==> src/adf_pkg.sv <==
// Package for the ASCII decimal to fixed-point converter.
// Holds widths, character codes, powers of ten and the result type.
// No dependencies.
package adf_pkg;

    localparam int ADF_FRAC_BITS       = 32;
    localparam int ADF_MAX_FRAC_DIGITS = 10;
    localparam int ADF_CHAR_W          = 8;
    localparam int ADF_VALUE_W         = 64;
    localparam int ADF_INT_W           = 60;
    localparam int ADF_Q_W             = 62;
    localparam int ADF_CNT_W           = 4;
    localparam int ADF_DIGIT_W         = 9;

    localparam logic signed [ADF_INT_W-1:0] ADF_INT_LIMIT = ADF_INT_W'(64'sd1 <<< 58);

    localparam logic [ADF_CHAR_W-1:0] CH_NUL   = 8'h00;
    localparam logic [ADF_CHAR_W-1:0] CH_TAB   = 8'h09;
    localparam logic [ADF_CHAR_W-1:0] CH_LF    = 8'h0A;
    localparam logic [ADF_CHAR_W-1:0] CH_SPACE = 8'h20;
    localparam logic [ADF_CHAR_W-1:0] CH_PLUS  = 8'h2B;
    localparam logic [ADF_CHAR_W-1:0] CH_MINUS = 8'h2D;
    localparam logic [ADF_CHAR_W-1:0] CH_DOT   = 8'h2E;
    localparam logic [ADF_CHAR_W-1:0] CH_ZERO  = 8'h30;

    localparam logic [63:0] ADF_POW10 [17] = '{
        64'd1,
        64'd10,
        64'd100,
        64'd1000,
        64'd10000,
        64'd100000,
        64'd1000000,
        64'd10000000,
        64'd100000000,
        64'd1000000000,
        64'd10000000000,
        64'd100000000000,
        64'd1000000000000,
        64'd10000000000000,
        64'd100000000000000,
        64'd1000000000000000,
        64'd10000000000000000
    };

    typedef struct packed {
        logic [ADF_VALUE_W-1:0] value;
        logic                   overflow;
    } t_result;

endpackage

==> src/adf_emit.sv <==
// Final conversion of the accumulated integral and fraction parts to a
// saturated two's complement fixed-point word. Combinational.
// Depends on adf_pkg.
module adf_emit
    import adf_pkg::*;
#(
    parameter int FRAC_BITS = ADF_FRAC_BITS
) (
    input  logic                          i_negative,
    input  logic signed [ADF_INT_W-1:0]   i_integral,
    input  logic signed [FRAC_BITS+9:0]   i_fraction,
    output t_result                       o_result
);

    localparam int FW = FRAC_BITS + 10;
    localparam logic signed [ADF_Q_W-1:0] QMAX =
        ADF_Q_W'((64'sd1 <<< (63 - FRAC_BITS)) - 64'sd1);
    localparam logic signed [ADF_Q_W-1:0] QMIN = -QMAX - ADF_Q_W'(1);

    logic signed [FW-FRAC_BITS-1:0] w_q0;
    logic        [FRAC_BITS-1:0]    w_r;
    logic signed [ADF_Q_W-1:0]      w_q;
    logic signed [ADF_Q_W-1:0]      w_qs;
    logic        [FRAC_BITS-1:0]    w_rs;

    assign w_q0 = (FW-FRAC_BITS)'(i_fraction >>> FRAC_BITS);
    assign w_r  = i_fraction[FRAC_BITS-1:0];
    assign w_q  = ADF_Q_W'(i_integral) + ADF_Q_W'(w_q0);

    always_comb begin
        if (i_negative) begin
            w_qs = (w_r != '0) ? ~w_q : -w_q;
            w_rs = -w_r;
        end else begin
            w_qs = w_q;
            w_rs = w_r;
        end
    end

    always_comb begin
        if (w_qs > QMAX) begin
            o_result.value    = {1'b0, {(ADF_VALUE_W-1){1'b1}}};
            o_result.overflow = 1'b1;
        end else if (w_qs < QMIN) begin
            o_result.value    = {1'b1, {(ADF_VALUE_W-1){1'b0}}};
            o_result.overflow = 1'b1;
        end else begin
            o_result.value    = {w_qs[ADF_VALUE_W-FRAC_BITS-1:0], w_rs};
            o_result.overflow = 1'b0;
        end
    end

endmodule

==> src/ascii_decimal_to_fixed_unit.sv <==
// ASCII decimal string to signed fixed-point converter, top level.
// Input register, per-character state update and a result register.
// Depends on adf_pkg and adf_emit.
//
//  channel  | direction | tdata                     | tuser
//  ---------+-----------+---------------------------+-----------
//  s        | in        | [7:0] char_code           | -
//  m        | out       | [63:0] value (Q31.32)     | [0] overflow
//
// One character beat per cycle unless a zero character stalls; the state and result registers
// load directly from the input register, and a consumed zero character raises the result beat.
// Reset is synchronous, active low, and returns the parser to whitespace skip.
// A zero character stalls in the input register only while a previous result
// is still waiting on the m side; other characters never stall.
module ascii_decimal_to_fixed_unit
    import adf_pkg::*;
#(
    parameter int FRAC_BITS = ADF_FRAC_BITS
) (
    input  logic                   i_clk,
    input  logic                   i_rst_n,
    input  logic                   i_s_tvalid,
    output logic                   o_s_tready,
    input  logic [ADF_CHAR_W-1:0]  i_s_tdata,   // [7:0] char_code
    output logic                   o_m_tvalid,
    input  logic                   i_m_tready,
    output logic [ADF_VALUE_W-1:0] o_m_tdata,   // [63:0] value
    output logic                   o_m_tuser    // [0] overflow
);

    localparam int FW = FRAC_BITS + 10;
    localparam logic [63:0] ONE = 64'd1 << FRAC_BITS;

    typedef enum logic [1:0] {
        PH_SPACE,
        PH_SIGN,
        PH_INT,
        PH_FRAC
    } t_phase;

    logic                         r_in_valid;
    logic [ADF_CHAR_W-1:0]        r_char;
    t_phase                       r_phase, n_phase;
    logic                         r_negative, n_negative;
    logic signed [ADF_INT_W-1:0]  r_int, n_int;
    logic signed [FW-1:0]         r_frac, n_frac;
    logic [ADF_CNT_W-1:0]         r_frac_cnt, n_frac_cnt;
    logic                         r_out_valid;
    t_result                      r_result;

    logic                         w_consume;
    logic                         w_emit;
    logic signed [ADF_DIGIT_W-1:0] w_digit;
    logic signed [63:0]           w_int_ext;
    logic signed [63:0]           w_int_next;
    logic signed [ADF_INT_W-1:0]  w_int_sat;
    logic [FRAC_BITS-1:0]         w_frac_w [1 << ADF_CNT_W];
    logic signed [FW-1:0]         w_frac_add;
    logic                         w_is_ws;
    t_result                      w_result;

    for (genvar g = 0; g < (1 << ADF_CNT_W); g++) begin : g_weight
        localparam logic [63:0] W = ONE / ADF_POW10[g+1];
        assign w_frac_w[g] = FRAC_BITS'(W);
    end

    assign w_consume  = !(r_char == CH_NUL && r_out_valid && !i_m_tready);
    assign o_s_tready = !r_in_valid || w_consume;
    assign w_emit     = r_in_valid && w_consume && r_char == CH_NUL;

    assign w_digit    = $signed({1'b0, r_char}) - $signed({1'b0, CH_ZERO});
    assign w_int_ext  = 64'(r_int);
    assign w_int_next = (w_int_ext <<< 3) + (w_int_ext <<< 1) + 64'(w_digit);
    assign w_is_ws    = r_char == CH_SPACE || r_char == CH_TAB || r_char == CH_LF;
    assign w_frac_add = FW'(w_digit) * FW'($signed({1'b0, w_frac_w[r_frac_cnt]}));

    always_comb begin
        if (w_int_next > 64'(ADF_INT_LIMIT)) begin
            w_int_sat = ADF_INT_LIMIT;
        end else if (w_int_next < -64'(ADF_INT_LIMIT)) begin
            w_int_sat = -ADF_INT_LIMIT;
        end else begin
            w_int_sat = ADF_INT_W'(w_int_next);
        end
    end

    always_comb begin
        n_phase    = r_phase;
        n_negative = r_negative;
        n_int      = r_int;
        n_frac     = r_frac;
        n_frac_cnt = r_frac_cnt;
        if (r_in_valid && w_consume) begin
            if (r_char == CH_NUL) begin
                n_phase    = PH_SPACE;
                n_negative = 1'b0;
                n_int      = '0;
                n_frac     = '0;
                n_frac_cnt = '0;
            end else begin
                unique case (r_phase)
                    PH_SPACE, PH_SIGN: begin
                        if (r_phase == PH_SPACE && w_is_ws) begin
                            n_phase = r_phase;
                        end else if (r_char == CH_PLUS || r_char == CH_MINUS) begin
                            n_negative = r_negative ^ (r_char == CH_MINUS);
                            n_phase    = PH_SIGN;
                        end else if (r_char == CH_DOT) begin
                            n_phase = PH_FRAC;
                        end else begin
                            n_int   = w_int_sat;
                            n_phase = PH_INT;
                        end
                    end
                    PH_INT: begin
                        if (r_char == CH_DOT) begin
                            n_phase = PH_FRAC;
                        end else begin
                            n_int = w_int_sat;
                        end
                    end
                    PH_FRAC: begin
                        if (r_frac_cnt < ADF_CNT_W'(ADF_MAX_FRAC_DIGITS)) begin
                            n_frac_cnt = r_frac_cnt + ADF_CNT_W'(1);
                            n_frac     = r_frac + w_frac_add;
                        end
                    end
                    default: begin
                        n_phase = PH_SPACE;
                    end
                endcase
            end
        end
    end

    adf_emit #(
        .FRAC_BITS (FRAC_BITS)
    ) u_emit (
        .i_negative (r_negative),
        .i_integral (r_int),
        .i_fraction (r_frac),
        .o_result   (w_result)
    );

    always_ff @(posedge i_clk) begin
        if (!i_rst_n) begin
            r_in_valid  <= 1'b0;
            r_phase     <= PH_SPACE;
            r_negative  <= 1'b0;
            r_int       <= '0;
            r_frac      <= '0;
            r_frac_cnt  <= '0;
            r_out_valid <= 1'b0;
        end else begin
            if (o_s_tready) begin
                r_in_valid <= i_s_tvalid;
            end
            r_phase    <= n_phase;
            r_negative <= n_negative;
            r_int      <= n_int;
            r_frac     <= n_frac;
            r_frac_cnt <= n_frac_cnt;
            if (w_emit) begin
                r_out_valid <= 1'b1;
            end else if (i_m_tready) begin
                r_out_valid <= 1'b0;
            end
        end
    end

    always_ff @(posedge i_clk) begin
        if (o_s_tready && i_s_tvalid) begin
            r_char <= i_s_tdata;
        end
        if (w_emit) begin
            r_result <= w_result;
        end
    end

    assign o_m_tvalid = r_out_valid;
    assign o_m_tdata  = r_result.value;
    assign o_m_tuser  = r_result.overflow;

`ifndef NO_ASSERTIONS
    a_result_from_nul: assert property (@(posedge i_clk) disable iff (!i_rst_n)
        $rose(r_out_valid) |-> $past(r_in_valid && r_char == CH_NUL))
        else $error("result beat without a terminating character");

    a_int_bounded: assert property (@(posedge i_clk) disable iff (!i_rst_n)
        r_int <= ADF_INT_LIMIT && r_int >= -ADF_INT_LIMIT)
        else $error("integral accumulator beyond saturation limit");

    a_cnt_bounded: assert property (@(posedge i_clk) disable iff (!i_rst_n)
        r_frac_cnt <= ADF_CNT_W'(ADF_MAX_FRAC_DIGITS))
        else $error("fraction digit count beyond limit");

    a_hold_stalled: assert property (@(posedge i_clk) disable iff (!i_rst_n)
        (r_in_valid && !w_consume) |=> (r_in_valid && $stable(r_char)))
        else $error("stalled character lost");

    a_clear_after_nul: assert property (@(posedge i_clk) disable iff (!i_rst_n)
        w_emit |=> (r_phase == PH_SPACE && r_frac_cnt == '0 && r_int == '0
                    && r_frac == '0 && !r_negative))
        else $error("parser state not cleared after result");
`endif

endmodule
==> config.mk <==
export PLATFORM = sky130hd
export DESIGN_NAME = ascii_decimal_to_fixed_unit
export DESIGN_NICKNAME = d
export VERILOG_FILES = /design/src/adf_pkg.sv /design/src/adf_emit.sv /design/src/ascii_decimal_to_fixed_unit.sv
export SDC_FILE = /design/constraint.sdc
export NUM_CORES = 1
export LEC_CHECK = 0
export BUFFER_PORTS_ARGS = -buffer_cell sky130_fd_sc_hd__buf_2
export CORE_AREA = 2 2 266 268
export CTS_BUF_LIST = sky130_fd_sc_hd__clkbuf_4
export DETAILED_ROUTE_END_ITERATION = 16
export DIE_AREA = 0 0 268 270
export GPL_ROUTABILITY_DRIVEN = 0
export PLACE_DENSITY_LB_ADDON = 0.05
export SETUP_SLACK_MARGIN = 0.05
export SLEW_MARGIN = 5
export SYNTH_ARGS = -nofsm -noshare
export SYNTH_HDL_FRONTEND = slang
export SYNTH_HIERARCHICAL = 1
export SYNTH_SLANG_ARGS = --single-unit
export TNS_END_PERCENT = 30
==> constraint.sdc <==
create_clock -name i_clk -period 17.05 [get_ports i_clk]
set_input_delay 3.41 -clock i_clk [delete_from_list [all_inputs] [get_ports i_clk]]
set_output_delay 3.41 -clock i_clk [all_outputs]
set_load 0.01 [all_outputs]
## After elaboration in Yosys (flattened, before gate mapping)

Memory sizes are Yosys's and may differ from the RTL's.
Cells that the tools add are included.

| operators by class | value |
|---|---|
| mux-type cells | 31 |
| multipliers | 1 |
| add/subtract/negate cells | 8 |
| bitwise operators | 3 |
| order comparisons | 6 |
| equal/unequal tests | 13 |
| reduce and logical (&&, ||, !) cells | 27 |

Operators with widths:

| operator | count |
|---|---|
| $mux 60 | 6 |
| $mux 42 | 3 |
| $mux 62 | 2 |
| $pmux 60 s2 | 1 |
| $mux 32 | 3 |
| $mux 65 | 1 |
| $add 63x61->64 | 1 |
| $add 64x9->64 | 1 |
| $gt 64x60->1 const B | 1 |
| $lt 64x59->1 const B | 1 |
| $gt 62x32->1 const B | 1 |
| $lt 62x32->1 const B | 1 |
| $neg 62->62 | 1 |
| $not 62->62 | 1 |
| $add 60x10->61 | 1 |
| $add 42x42->42 | 1 |
| $mul 9x33->42 | 1 |
| $eq 8x6->1 const B | 4 |
| $neg 32->32 | 1 |
| $reduce_bool 32->1 | 1 |
| $eq 8x4->1 const B | 2 |
| $mux 4 | 3 |
| $reduce_and 4->1 | 3 |
| $reduce_bool 2->1 | 5 |
| 21 further kinds | 43 |

| storage, ports and cells | value |
|---|---|
| memory bits (read-only) | 512 |
| flip-flop bits (word level) | 184 |
| word-level logic and storage cells | 100 |
| memories | 1 |
| output and inout bits | 67 |

Memory list:

| name | words | bits a word | rd ports | clocked after memory_dff | write ports | line | RTL |
|---|---|---|---|---|---|---|---|
| (name not given) | 16 | 32 | 1 | 0 | 0 | ascii_decimal_to_fixed_unit.sv:75 | `assign w_frac_add = FW'(w_digit) * FW'($signed({1'b0, w_frac_w[r_frac_cnt]}));` |

## Depth between registers and ports, before layout

Gate-level depths: netlist (run 1).

| logic depth | value |
|---|---|
| depth in word-level cells | 10 |
| depth in mapped cells | 29 |

## Cells and area by module

Netlist (run 1), hierarchy kept.

By module, submodules not included:

| module | sequential area each (µm²) | area each (µm²) | times used | cells an instance |
|---|---|---|---|---|
| ascii_decimal_to_fixed_unit | 4,414.2 | 22,585.4 | 1 | 2,564 |
| adf_emit | 0.0 | 9,133.8 | 1 | 1,423 |

## Worst setup path before layout (run 1)

OpenSTA, ideal clock, no wires.

| timing path | value |
|---|---|
| path kind | reg-to-reg |
| start | reg r_char[5] |
| end | reg r_frac[41] |
| path buffers | 1 |
| slack | 9.767 ns |
| stages on the path, launching flop included | 25 |
| arrival | 7.154 ns |
| path through | edfxtp_1 > ha_1 > or3_1 > buf_2 > clkinv_2 > o21ai_0 > fa_1 > fa_1 > inv_1 > fa_1 > fa_1 > inv_1 > fa_1 > inv_1 > ha_1 > a2111oi_0 > o21ai_0 > a41oi_1 > a211o_1 > a31oi_1 > nor3_1 > nor3_1 > a221oi_1 > o31a_1 > o21ai_0 |

| between the ends | value |
|---|---|
| word-level cells in the longest chain between the ends | 6 |

RTL lines:

| what | line | RTL |
|---|---|---|
| from (decl) | ascii_decimal_to_fixed_unit.sv:42 | `logic [ADF_CHAR_W-1:0] r_char;` |
| from (signal assigned) | ascii_decimal_to_fixed_unit.sv:173 | `r_char <= i_s_tdata;` |
| $sub 8x6->9 / $logic_not 8->1 (equally long branches) | ascii_decimal_to_fixed_unit.sv:71, ascii_decimal_to_fixed_unit.sv:67, ascii_decimal_to_fixed_unit.sv:94 |  |
| $mul 9x33->42 / $logic_and 1x1->1 (equally long branches) | ascii_decimal_to_fixed_unit.sv:75, ascii_decimal_to_fixed_unit.sv:67 |  |
| $add 42x42->42 / $logic_and 1x1->1 (equally long branches) | ascii_decimal_to_fixed_unit.sv:125, ascii_decimal_to_fixed_unit.sv:67 |  |
| $mux 42 / $logic_not 1->1 (equally long branches) | ascii_decimal_to_fixed_unit.sv:123, ascii_decimal_to_fixed_unit.sv:67 |  |
| $mux 42 / $logic_and 1x1->1 (equally long branches) | ascii_decimal_to_fixed_unit.sv:101, ascii_decimal_to_fixed_unit.sv:93 |  |
| $mux 42 / $reduce_and 3->1 (equally long branches) | n/a |  |
| to (signal assigned) | ascii_decimal_to_fixed_unit.sv:161 | `r_frac <= n_frac;` |
| to (decl) | ascii_decimal_to_fixed_unit.sv:46 | `logic signed [FW-1:0] r_frac, n_frac;` |

Parallel ways exist; a longest one is shown, timed or not. The select of a mux whose other input is x is not followed.
A chain may end at the register's enable or synchronous reset.

## Final worst setup path (run 1)

| timing path | value |
|---|---|
| start | reg r_char[4] |
| end | reg r_frac[41] |

Same word-level chain as after synthesis.

==> results of run 1 <==
cells by family (layout without fill, tap and decap cells):
logic type                 after synthesis  count (layout)  synth area share [%]
and+or+nand+nor                       1460            1460                  23.6
AOI/OAI and AO/OA                     1042            1042                  22.7
buffers and inverters                  579             507                  7.22
DFF                                    184             184                  13.9
adders and majority gates              525             525                  27.1
muxes                                   16              16                 0.505
xor gates and xnor gates               181             181                  5.00
other                                    0               1                     0
cells in the final DEF, fill, tap and decap left out, drive strengths merged, types with 94 or more instances in the layout:
cell type	netlist	final
ha	257	257
xnor2	121	121
o21ai	197	197
nand3	111	111
dfxtp	111	111
fa	268	268
buf	69	109
nor2	261	261
nor3	94	94
nand4	133	133
nand2	424	424
a21oi	268	268
inv	365	376
cells in the mapped netlist (all sizes together) (94+ instances only):
library cell | instances | area share (%)
inv | 365 | 4.3
nand3 | 111 | 1.8
nand4 | 133 | 2.6
nor3 | 94 | 1.5
nor2 | 261 | 3.1
fa | 268 | 17
clkbuf | 144 | 1.7
nand2 | 424 | 5.0
a21oi | 268 | 4.4
o21ai | 197 | 3.1
dfxtp | 111 | 7.0
xnor2 | 121 | 3.3
ha | 257 | 10
cell type report:
class,count,share of cell area (%)
clock buffers,17,0.387
well taps,940,3.56
repair buffers,109,1.89
diodes,1,0.00758
inverters,366,4.17
multi-input cells,3224,75.9
clock inverters,15,0.652
flip-flops and latches,184,13.4
through the flow:
step	hold slack, ns	instances	setup slack, ns	utilization, %	instance area [um^2]
floorplan	0.457	3987	9.77	-	31700
global placement	0.520	4823	8.91	46.9	32600
detailed placement	0.528	4823	8.80	46.9	32600
CTS	0.550	4855	8.71	47.4	33000
global route	0.587	4856	8.31	47.4	33000
finish	0.542	4856	8.79	47.4	33000
sequential cells by signal, summed over array words and instances (netlist names):
name / cells
o_m_tdata: 64
o_m_tuser: 1
o_m_tvalid: 1
r_char: 8
r_frac: 42
r_frac_cnt: 4
r_in_valid: 1
r_int: 60
r_negative: 1
r_phase: 2
metal layers:
metal | GRT usage (%) | vias to the layer above | wire length [um]
met2 | 37.7 | 988 | 39900
met3 | 5.61 | 61 | 7860
met5 | 0 | - | 9
met4 | 4.41 | 2 | 1140
met1 | 46.3 | 14163 | 53600
li1 | - | 14186 | -
tightest hold or removal path, cell delays in order, from the launching register on:
cell and delay [ns]:
dfxtp_1 0.39, nand2_1 0.07, o21ai_0 0.06
power by group:
group	total, uW	switching (uW)	internal, uW
logic	2200	1310	888
registers	500	12.5	488
clock network	305	226	78.9
path summary, 6_finish.rpt:
path                   start          to  slack [ns]
setup reg to reg   r_char[4]  r_frac[41]        8.79
setup / recovery   r_char[4]  r_frac[41]        8.79
hold / removal    r_frac[39]  r_frac[39]        0.54
hold reg to reg   r_frac[39]  r_frac[39]        0.54
==> results by group, run 1 <==
Outcome
  • Status: finished, final reports clean

Critical path
  • Reg2reg path depth: 25
  • Crit-path max FO: 65
  • WP buf/inv: 6
  • CP Class: reg -> reg
  • Critical path depth: 25
  • Crit. End Element: register
  • Slowest-stage cell, CP: buf_4
  • Family with the most delay on the worst path: adder cells
  • Max incr delay on CP: 0.78 ns
  • Worst EP arrival: 8.89 ns
  • Critical path required time: 17.68 ns
  • CP Launch Type: register
  • CP dominant cell by count: fa_1

Finish
  • Syn-to-layout area delta: 4.01%
  • Fillers: 7008
  • Final #Nets: 4439
  • Reg area: 0.00442 mm^2
  • Ratio of cells with drive above 1 in the final layout: 6.28%
  • Multi-input gate area: 0.0251 mm^2

Floorplan
  • Die area: 0.0724 mm^2
  • IO Count: 79
  • Die width: 268 um
  • Starting density of the core: 45.6%
  • Core ar.: 0.0695 mm^2
  • Chip Height: 270 um
  • Row cnt: 97

Run
  • Max-cap check violation count: 0

Route
  • DRT Pass-1 Iters: 5
  • DR vias/cell: 6.05
  • Final WL: 103000 um
  • DR vias: 29400
  • DR DRC count: 0
  • Antenna-violating nets left: 0
  • Routed WL per cell: 21.1 um
  • First DRT Iteration DRCs: 3071

GRT
  • Initial antenna violation count: 2
  • Vias in the first global route: 27135
  • First-pass GRT wire length: 161000 um
  • GRT overflow: 0
  • Largest net degree at the start of global routing: 88
  • Gr usage total: 28.3%

Synthesis
  • Flop and latch count out of synthesis: 184
  • Warnings from Yosys: 6
  • Sequential fraction of the synthesis area: 13.9%
  • Syn nets: 4524
  • Yosys cell types: 114
  • Ys async rst share: 0%
  • Avg Synthesized Cell Area: 7.96 um^2
  • Top_reg_cell synth: dfxtp_1
  • Number of flops mapped to enable cells by yosys: 73
  • Mapped cell area: 0.0317 mm^2
  • Cells after Synth: 3987

Hold path
  • Hold Crit Depth: 2
  • Hold/Removal Path Class: reg -> reg

Timing
  • Setup-failing EPs final: 0
  • Clk_skew: 0.0633 ns
  • Final Cycle Share: 48.4%
  • Slew margin rel.: 23.9%
  • Worst-Margin Slew: 1.14 ns
  • Final hold vios: 0
  • Post-layout min period: 8.26 ns
  • RSZ-0062 raised after global routing: false
  • Pins over their slew limit: 0
  • Max Fclk: 0.121 GHz
  • Setup TNS: 0 ns

Place
  • Hpwl dp: 83700 um
  • Input/output buffers: 78

Power and ir drop
  • Peak supply drop: 0.0000890 V
  • Pleak: 0.0147 uW
  • PnR Total Power: 3010 uW
  • Pwr Density: 91.2 mW/mm^2

CTS
  • Clk buf depth: 2
  • Clock tree from TritonCTS: built
  • Clock Sinks: 184
  • Root buffer cell: clkbuf_4
  • Htree depth: 4
  • Later-pin clock latency in the skew report: 0.77 ns
  • Worst-path clk slew: 0.25 ns
  • Postcts setup bufs: 0
  • Inserted Clock Buffers: 17
  • Resize count post-CTS: 0
  • Post-CTS Hold Fix Bufs: 0
Power figures use the tool's default switching activity.
==> run 2, diff against run 1 <==
==> constraint.sdc (replaced) <==
create_clock -name i_clk -period 7.6 [get_ports i_clk]
set_input_delay 1.52 -clock i_clk [delete_from_list [all_inputs] [get_ports i_clk]]
set_output_delay 1.52 -clock i_clk [all_outputs]
set_load 0.01 [all_outputs]
==> run 2 against run 1 <==
Effect of this change: worst setup slack got worse by 8.4 ns; critical path depth rose by 1; routed wire length rose by 0.19%; count of clock-buffer cells in the layout did not move; critical endpoint is now r_frac[39]; largest power group unchanged; highest routed layer is now met4.
==> results by group, run 2 (same netlist as run 1, synthesis figures left out) <==
Outcome
  • Status: finished, final reports clean

Floorplan
  • Starting density of the core: 45.6%
  • Chip Height: 270 um
  • IO Count: 79
  • Die area: 0.0724 mm^2
  • Die width: 268 um
  • Core ar.: 0.0695 mm^2
  • Row cnt: 97

Route
  • DR vias: 29527
  • Final WL: 103000 um
  • DRT Pass-1 Iters: 5
  • First DRT Iteration DRCs: 2847
  • DR vias/cell: 6.03
  • Antenna-violating nets left: 0
  • DR DRC count: 0
  • Routed WL per cell: 21.0 um

Finish
  • Fillers: 7097
  • Post-layout util: 48.0%
  • Design area: 0.0334 mm^2
  • Final non-filler cell total: 4900
  • Final #Nets: 4481
  • Ratio of cells with drive above 1 in the final layout: 7.33%
  • Commonest cells after routing, fill and taps aside: nand2_1 (424), inv_1 (363), fa_1 (268), a21oi_1 (259), nor2_1 (258)
  • Max reg flops: 64
  • Syn-to-layout area delta: 5.17%
  • Most common cell after layout, fill and taps aside: nand2_1

Timing
  • Slew margin rel.: 26.9%
  • Pins over their slew limit: 0
  • Final Cycle Share: 94.6%
  • Post-layout min period: 7.19 ns
  • Final hold vios: 0
  • Setup-failing EPs final: 0
  • RSZ-0062 raised after global routing: false
  • Setup TNS: 0 ns
  • Clk_skew: 0.0599 ns
  • Max Fclk: 0.139 GHz
  • Worst-Margin Slew: 1.09 ns

GRT
  • Gr usage total: 28.1%
  • Initial antenna violation count: 4
  • Largest net degree at the start of global routing: 73
  • First-pass GRT wire length: 160000 um
  • Vias in the first global route: 27062
  • GRT overflow: 0

Power and ir drop
  • Pwr Density: 204 mW/mm^2
  • Pleak: 0.0149 uW
  • PnR Total Power: 6800 uW
  • Peak supply drop: 0.000186 V

CTS
  • Later-pin clock latency in the skew report: 0.79 ns
  • Clock Sinks: 184
  • Clock tree from TritonCTS: built
  • Worst-path clk slew: 0.21 ns
  • Clk buf depth: 2
  • Inserted Clock Buffers: 17
  • Htree depth: 4
  • Root buffer cell: clkbuf_4

Critical path
  • CP Launch Type: register
  • Worst EP arrival: 7.87 ns
  • Crit. End Element: register
  • Critical path required time: 8.28 ns
  • CP Class: reg -> reg
  • Crit-path max FO: 9

Place
  • Hpwl dp: 84800 um
  • Cells after DPL: 4864
  • Placed cell area: 0.0330 mm^2
  • Input/output buffers: 78

Run
  • Max-cap check violation count: 0

Hold path
  • Hold/Removal Path Class: reg -> reg
## run 2: cell type report
| cell class | count | area [um^2] | share of cell area (%) |
|---|---|---|---|
| Sequential cell | 184 | 4420 | 13.2 |
| Antenna cell | 3 | 7.51 | 0.0225 |
| Clock inverter | 15 | 219 | 0.656 |
| Timing Repair Buffer | 151 | 976 | 2.93 |
| Inverter | 366 | 1380 | 4.12 |
| Multi-Input combinational cell | 3224 | 25100 | 75.1 |
| Tap cell | 940 | 1180 | 3.53 |
| Clock buffer | 17 | 128 | 0.383 |
## run 2: per-layer routing
| layer | GRT usage, % | share of wire [%] | vias to the layer above |
|---|---|---|---|
| met5 | 0 | 0 | - |
| met4 | 4.75 | 1.1 | 0 |
| met3 | 3.83 | 7.9 | 62 |
| met2 | 37.3 | 39 | 1086 |
| met1 | 47.2 | 52 | 14099 |
| li1 | - | - | 14280 |
## run 2: worst paths after layout
check	start	end	slack, ns	cells past startpoint
worst max-delay path	r_char[4]	r_frac[39]	0.41	26
worst max register to register	r_char[4]	r_frac[39]	0.41	26
worst min register to register	r_frac[39]	r_frac[39]	0.54	2
worst min-delay path	r_frac[39]	r_frac[39]	0.54	2
## run 2: metrics by stage
stage	setup slack [ns]	hold WS, ns
floorplan	0.317	0.457
global placement	0.580	0.523
detailed placement	0.359	0.517
CTS	0.261	0.538
global route	0.0579	0.576
finish	0.413	0.545
## run 2: what timing repair did
item	CTS	global route
hold buffers	0	0
resized for setup	0	4
setup endpoints to repair	0	6
buffers inserted	0	1
## run 2: critical path, stage by stage (launching register included)
cell	delay (ns)
edfxtp_1	0.41
buf_4	0.18
inv_1	0.07
ha_1	0.48
buf_4	0.26
and3_1	0.20
inv_1	0.10
nand2_1	0.08
fa_1	0.57
fa_1	0.49
fa_1	0.53
fa_1	0.57
inv_1	0.06
fa_1	0.53
inv_1	0.05
ha_1	0.35
and2_1	0.22
o22ai_1	0.11
a41o_1	0.22
a211o_1	0.35
a31oi_1	0.31
nor3_1	0.11
nor3_1	0.30
buf_4	0.18
a31oi_1	0.09
xor2_1	0.15
o21ai_0	0.13
## run 2: where the power goes
group | internal (uW) | switching (uW)
Clock | 175 | 505
Combinational | 2040 | 2950
Sequential | 1090 | 35.0
Total | 3310 | 3490
